<file path="config.mk">
export PLATFORM = sky130hd
export DESIGN_NAME = vog_ctrl
export DESIGN_NICKNAME = d
export VERILOG_FILES = /design/src/rtl/core/vog_pkg.sv /design/src/rtl/core/vog_ctrl.sv
export SDC_FILE = /design/constraint.sdc
export NUM_CORES = 1
export LEC_CHECK = 0
export BUFFER_PORTS_ARGS = -buffer_cell sky130_fd_sc_hd__buf_2
export CAP_MARGIN = 10
export CORE_MARGIN = 5
export CORE_UTILIZATION = 50
export DETAILED_ROUTE_END_ITERATION = 10
export GPL_ROUTABILITY_DRIVEN = 0
export PLACE_DENSITY_LB_ADDON = 0.25
export RECOVER_POWER = 50
export SLEW_MARGIN = 20
export SYNTH_ARGS = -nofsm -noshare
export SYNTH_HDL_FRONTEND = slang
export SYNTH_SLANG_ARGS = --single-unit
</file>
<file path="constraint.sdc">
create_clock -name clk -period 2.65 [get_ports clk]
set_clock_uncertainty 0.15 [all_clocks]
set_input_delay 0.53 -clock clk [delete_from_list [all_inputs] [get_ports clk]]
set_output_delay 0.53 -clock clk [all_outputs]
set_load 0.005 [all_outputs]
</file>
<file path="src/rtl/core/vog_pkg.sv">
`timescale 1ns / 1ps
`default_nettype none

package vog_pkg;

  // Field widths fixed by the register map
  localparam int RES_W     = 16;
  localparam int SIZE_XY_W = 7;
  localparam int SIZE_Z_W  = 5;
  localparam int CFG_IDX_W = 3;

  // Occupancy codes
  localparam logic [1:0] OCC_UNMAPPED = 2'd0;
  localparam logic [1:0] OCC_EMPTY    = 2'd1;
  localparam logic [1:0] OCC_OCCUPIED = 2'd2;
  localparam logic [1:0] OCC_OOB      = 2'd3;

  // Request codes
  localparam logic REQ_READ  = 1'b0;
  localparam logic REQ_WRITE = 1'b1;

  // Configuration register indexes
  localparam logic [CFG_IDX_W-1:0] REG_RESOLUTION = 3'd0;
  localparam logic [CFG_IDX_W-1:0] REG_OFFSET_X   = 3'd1;
  localparam logic [CFG_IDX_W-1:0] REG_OFFSET_Y   = 3'd2;
  localparam logic [CFG_IDX_W-1:0] REG_OFFSET_Z   = 3'd3;
  localparam logic [CFG_IDX_W-1:0] REG_SIZE_X     = 3'd4;
  localparam logic [CFG_IDX_W-1:0] REG_SIZE_Y     = 3'd5;
  localparam logic [CFG_IDX_W-1:0] REG_SIZE_Z     = 3'd6;

  // Commands from the controller to the datapath, one per sequencer step
  typedef struct packed {
    logic clear;   // zero one store entry, advance the sweep address
    logic accept;  // capture request, form position minus offset
    logic absval;  // take magnitude and sign of each difference
    logic load;    // load the three dividers
    logic step;    // one quotient bit in each divider
    logic check;   // bounds check, first products of the linear index
    logic lin;     // finish the linear index
    logic read;    // read the store entry
    logic write;   // update the entry and register the result
  } cmd_t;

endpackage

`default_nettype wire

</file>
<file path="src/rtl/core/vog_ctrl.sv">
`timescale 1ns / 1ps
`default_nettype none

module vog_ctrl #(
  parameter int NUM_W = 26
) (
  input  wire           clk,
  input  wire           rst,
  input  wire           start,
  input  wire           clear_last,
  output logic          busy,
  output vog_pkg::cmd_t cmd
);

  localparam int CNT_W = (NUM_W > 1) ? $clog2(NUM_W) : 1;

  typedef enum logic [8:0] {
    ST_CLEAR = 9'b000000001,
    ST_IDLE  = 9'b000000010,
    ST_ABS   = 9'b000000100,
    ST_LOAD  = 9'b000001000,
    ST_DIV   = 9'b000010000,
    ST_CHECK = 9'b000100000,
    ST_LIN   = 9'b001000000,
    ST_READ  = 9'b010000000,
    ST_WRITE = 9'b100000000
  } state_t;

  state_t           state;
  state_t           state_next;
  logic [CNT_W-1:0] step_cnt;
  logic             last_step;

  assign last_step = (step_cnt == CNT_W'(NUM_W - 1));

  always_comb begin
    state_next = state;
    case (state)
      ST_CLEAR: if (clear_last) state_next = ST_IDLE;
      ST_IDLE:  if (start) state_next = ST_ABS;
      ST_ABS:   state_next = ST_LOAD;
      ST_LOAD:  state_next = ST_DIV;
      ST_DIV:   if (last_step) state_next = ST_CHECK;
      ST_CHECK: state_next = ST_LIN;
      ST_LIN:   state_next = ST_READ;
      ST_READ:  state_next = ST_WRITE;
      ST_WRITE: state_next = ST_IDLE;
      default:  state_next = ST_IDLE;
    endcase
  end

  always_ff @(posedge clk) begin
    if (rst) begin
      state    <= ST_CLEAR;
      step_cnt <= '0;
    end else begin
      state <= state_next;
      if (state == ST_LOAD) begin
        step_cnt <= '0;
      end else if (state == ST_DIV) begin
        step_cnt <= step_cnt + CNT_W'(1);
      end
    end
  end

  assign busy = (state != ST_IDLE);

  always_comb begin
    cmd        = '0;
    cmd.clear  = (state == ST_CLEAR);
    cmd.accept = (state == ST_IDLE) && start;
    cmd.absval = (state == ST_ABS);
    cmd.load   = (state == ST_LOAD);
    cmd.step   = (state == ST_DIV);
    cmd.check  = (state == ST_CHECK);
    cmd.lin    = (state == ST_LIN);
    cmd.read   = (state == ST_READ);
    cmd.write  = (state == ST_WRITE);
  end

endmodule

`default_nettype wire

</file>
==> flow_summary.html <==
<table>
<tr><th>Metric</th><th>Value</th></tr>
<tr><th colspan="2">Setup path</th></tr>
<tr><td>Required time worst endpoint</td><td>1970 ps</td></tr>
<tr><td>Type of element capturing the critical path</td><td>output pin</td></tr>
<tr><td>Launching element type of the critical path</td><td>register</td></tr>
<tr><td>Class of the most critical setup path</td><td>reg -&gt; out</td></tr>
<tr><td>Worst-path maximum fanout</td><td>6</td></tr>
<tr><td>Crit path arrival time</td><td>between 1500 and 2000 ps</td></tr>
<tr><th colspan="2">Placed design</th></tr>
<tr><td>Placed cell areas</td><td>between 800 and 900 µm²</td></tr>
<tr><td>Half-perimeter wire length of the detailed placement result</td><td>1310 µm</td></tr>
<tr><td>Dpl cells</td><td>between 100 and 150</td></tr>
<tr><td>Number of port buffers</td><td>13</td></tr>
<tr><td>Worst Setup Slack post-DPL</td><td>444 ps</td></tr>
<tr><th colspan="2">Yosys</th></tr>
<tr><td>Top-area cell type share of the netlist area</td><td>0.344</td></tr>
<tr><td>Most frequent cell after synthesis</td><td>sky130_fd_sc_hd__dfxtp_1</td></tr>
<tr><td>Arithmetic-cell share of the synthesized area counting full adders, half adders and majority gates</td><td>0.0307</td></tr>
<tr><td>Post-Syn Instances</td><td>91</td></tr>
<tr><td>Average footprint of a synthesized cell</td><td>slightly below 9 µm²</td></tr>
<tr><td>List of most frequent post-synthesis cells</td><td>sky130_fd_sc_hd__dfxtp_1 (14), sky130_fd_sc_hd__nor2_1 (10), sky130_fd_sc_hd__inv_1 (7)</td></tr>
<tr><td>Netlist cell types</td><td>39</td></tr>
<tr><td>Count of flip-flops with a built-in enable after synthesis</td><td>0</td></tr>
<tr><td>Synthesized net count</td><td>97</td></tr>
<tr><td>Main combinational cell family by area after synthesis</td><td>simple AND/OR/NAND/NOR gates</td></tr>
<tr><td>Number of synthesized register bits</td><td>14</td></tr>
<tr><td>Largest area contributor in the synthesized netlist</td><td>sky130_fd_sc_hd__dfxtp_1</td></tr>
<tr><td>Fraction of synthesized area in multiplexers</td><td>0</td></tr>
<tr><td>Post-synthesis share of cell area spent on and, or, nand and nor gates</td><td>0.384</td></tr>
<tr><td>Warning count from the yosys run</td><td>0</td></tr>
<tr><td>Most used flip-flop cell after synthesis</td><td>sky130_fd_sc_hd__dfxtp_1</td></tr>
<tr><td>Sequential cell area fraction in the yosys report</td><td>0.344</td></tr>
<tr><td>Fraction of synthesized cell area in xor and xnor cells</td><td>0.0645</td></tr>
<tr><td>Mapped cell area</td><td>around 810 µm²</td></tr>
<tr><td>Leading post-synthesis cells by cell area</td><td>sky130_fd_sc_hd__dfxtp_1 (34%), sky130_fd_sc_hd__nor2_1 (4.6%), sky130_fd_sc_hd__nor4_2 (4.6%), sky130_fd_sc_hd__inv_1 (3.2%), sky130_fd_sc_hd__xnor2_1 (3.2%)</td></tr>
<tr><td>Fraction of registers with async set or reset after synthesis</td><td>0</td></tr>
<tr><td>Area fraction in compound gates after synthesis</td><td>0.104</td></tr>
<tr><th colspan="2">GRT</th></tr>
<tr><td>Antenna violations before repair</td><td>0</td></tr>
<tr><td>Number of global-route vias before repair</td><td>664</td></tr>
<tr><td>First-pass GRT wire length</td><td>roughly 2800 µm</td></tr>
<tr><td>Total Routing Usage GR</td><td>0.142</td></tr>
<tr><td>Residual overflow from global routing</td><td>0</td></tr>
<tr><td>Pin count of the biggest net entering global routing</td><td>11</td></tr>
<tr><th colspan="2">Power and ir drop</th></tr>
<tr><td>Net switching power</td><td>0.101 mW</td></tr>
<tr><td>Seq pwr share</td><td>0.575</td></tr>
<tr><td>Switching share of power</td><td>0.263</td></tr>
<tr><td>Cell Int Power</td><td>around 0.28 mW</td></tr>
<tr><td>Gate power share</td><td>0.126</td></tr>
<tr><td>Leakage power total</td><td>0.369 nW</td></tr>
<tr><td>Worst vdd rail ir drop</td><td>0.296 mV</td></tr>
<tr><td>Pwr Density</td><td>433 nW/µm²</td></tr>
<tr><td>Clock network fraction of design power</td><td>0.299</td></tr>
<tr><th colspan="2">STA</th></tr>
<tr><td>Pin slew with the least headroom to its limit</td><td>522 ps</td></tr>
<tr><td>Worst-case headroom to the max-slew limit</td><td>0.649</td></tr>
<tr><td>Worst-case setup margin in the final layout</td><td>~170 ps</td></tr>
<tr><td>Setup TNS</td><td>0 ps</td></tr>
<tr><td>Ratio of final minimum period to clock period</td><td>0.937</td></tr>
<tr><td>Number of failing hold endpoints at the final stage</td><td>0</td></tr>
<tr><td>Setup violations, final</td><td>0</td></tr>
<tr><td>Final slew viol count</td><td>0</td></tr>
<tr><td>Setup repair after global routing missed its margin</td><td>false</td></tr>
<tr><td>Maximum frequency from static timing analysis</td><td>0.403 GHz</td></tr>
<tr><td>Post-route minimum period</td><td>2480 ps</td></tr>
<tr><th colspan="2">Drt</th></tr>
<tr><td>Iteration count of the initial detailed-routing pass</td><td>4</td></tr>
<tr><td>Avg WL per Cell</td><td>14.6 µm</td></tr>
<tr><td>Detailed-route via count</td><td>~730</td></tr>
<tr><td># DRC</td><td>0</td></tr>
<tr><td>Detailed-route vias per instance</td><td>between 6 and 7</td></tr>
<tr><td>Total detailed-routing wirelength</td><td>1730 µm</td></tr>
<tr><td>Antenna viol nets, final</td><td>0</td></tr>
<tr><td>Detailed router's first-iteration violation count</td><td>36</td></tr>
<tr><th colspan="2">Finish</th></tr>
<tr><td>Total area of multi-input combinational cells</td><td>474 µm²</td></tr>
<tr><td>Fillcell total</td><td>148</td></tr>
<tr><td>Signed area change from the synthesized netlist to the final layout</td><td>9.52%</td></tr>
<tr><td>Fraction of layout cells with a size suffix above 1</td><td>0.262</td></tr>
<tr><td>Antenna cells</td><td>0</td></tr>
<tr><td>Area taken by flip-flops and latches</td><td>~280 µm²</td></tr>
<tr><td>Post-Layout Cell Count</td><td>roughly 120</td></tr>
<tr><td>Final instance area</td><td>892 µm²</td></tr>
<tr><td>Number of nets at the end of the flow</td><td>111</td></tr>
<tr><th colspan="2">CTS</th></tr>
<tr><td>Later-pin clock latency in the skew report</td><td>270 ps</td></tr>
<tr><td>Total number of H-tree levels</td><td>1</td></tr>
<tr><td>Post-CTS setup-driven buffer insertion count</td><td>0</td></tr>
<tr><td>Inserted Clock Buffers</td><td>3</td></tr>
<tr><td>TritonCTS clock tree</td><td>done</td></tr>
<tr><td>Clock-pin transition on the worst setup and hold timing paths</td><td>approximately 80 ps</td></tr>
<tr><td>Total of hold buffers inserted after clock tree synthesis</td><td>0</td></tr>
<tr><td>Root buf cell</td><td>sky130_fd_sc_hd__clkbuf_4</td></tr>
<tr><td>Number of buffers on the longest clock path</td><td>2</td></tr>
<tr><td>CTS Sinks</td><td>14</td></tr>
<tr><td>CTS resizes</td><td>0</td></tr>
<tr><th colspan="2">Status</th></tr>
<tr><td>Result of the run</td><td>complete, no violations</td></tr>
<tr><th colspan="2">Die</th></tr>
<tr><td>Starting Density</td><td>0.534</td></tr>
<tr><td>Height of the die</td><td>between 50 and 60 µm</td></tr>
<tr><td># IOs</td><td>14</td></tr>
<tr><td>Number of rows created at floorplan</td><td>14</td></tr>
<tr><td>Horiz. Die Dim</td><td>50.4 µm</td></tr>
<tr><td>Floorplan die area</td><td>2540 µm²</td></tr>
<tr><td>Area of the core</td><td>approximately 1500 µm²</td></tr>
<tr><th colspan="2">Hold path</th></tr>
<tr><td>Type of the most critical hold path</td><td>in -&gt; reg</td></tr>
<tr><th colspan="2">Run</th></tr>
<tr><td>Number of maximum-capacitance constraint violations</td><td>0</td></tr>
</table>
## worst paths after layout
kind	depth (start not counted)	to	slack [ps]	startpoint
min	2	state[4]	340	rst
max	5	cmd[2]	170	state[8]
max reg2reg	4	state[1]	650	state[6]
min reg2reg	2	step_cnt[1]	380	step_cnt[1]
## critical path, stage by stage, from the launching register on
cell and delay (ps):
sky130_fd_sc_hd__dfxtp_1 370, sky130_fd_sc_hd__or4_4 610, sky130_fd_sc_hd__nor2_2 130, sky130_fd_sc_hd__nand2_1 140
sky130_fd_sc_hd__nor3b_2 170, sky130_fd_sc_hd__buf_2 130
## state kept, by name (all words and copies together) (netlist names)
name,count
step_cnt,5
state,9
## layer usage
layer | global-route usage | share of wire | vias to the layer above | routed length [µm]
met4 | 0.0553 | 0.0063 | 0 | 11
met5 | 0 | 0 | - | 0
met2 | 0.215 | 0.46 | 26 | 795
met3 | 0.0385 | 0.069 | 2 | 120
li1 | - | - | 357 | -
met1 | 0.191 | 0.47 | 340 | 806
## power groups by stage
stage / combinational (mW) / clock [mW] / sequential [mW]
floorplan: 0.0346 / 0 / 0.225
global placement: 0.0477 / 0 / 0.227
detailed placement: 0.0484 / 0 / 0.227
CTS: 0.0486 / 0.119 / 0.222
global route: 0.0542 / 0.129 / 0.223
finish: 0.0486 / 0.116 / 0.222
## kinds of logic after synthesis
logic type | after synthesis
AND/OR/NAND/NOR | 45
flip-flops | 14
AO/OA/AOI/OAI | 12
buffers and inverters | 12
XOR/XNOR | 6
adder cells (fa/ha/maj) | 2
## metrics by stage
step                total power [mW]   util  hold slack [ps]
finish                         0.386  0.585              337
global route                   0.407  0.585              339
CTS                            0.390  0.586              323
detailed placement             0.276  0.571              367
global placement               0.274  0.571              364
floorplan                      0.260      -              342
## cells in the final DEF, fill, tap and decap left out, types with 4 or more instances in the layout
master / n
sky130_fd_sc_hd__buf_2: 13
sky130_fd_sc_hd__dfxtp_1: 14
sky130_fd_sc_hd__inv_1: 7
sky130_fd_sc_hd__nor2_1: 10
sky130_fd_sc_hd__nor3_1: 4
## cell type report
type                       count  share of cell area
sequential                    14               0.314
clock buffer                   3              0.0252
multi-input combinational     65               0.532
timing repair buffer          13              0.0729
tap                           16              0.0224
inverter                       8              0.0337
Power figures use the tool's default switching activity.
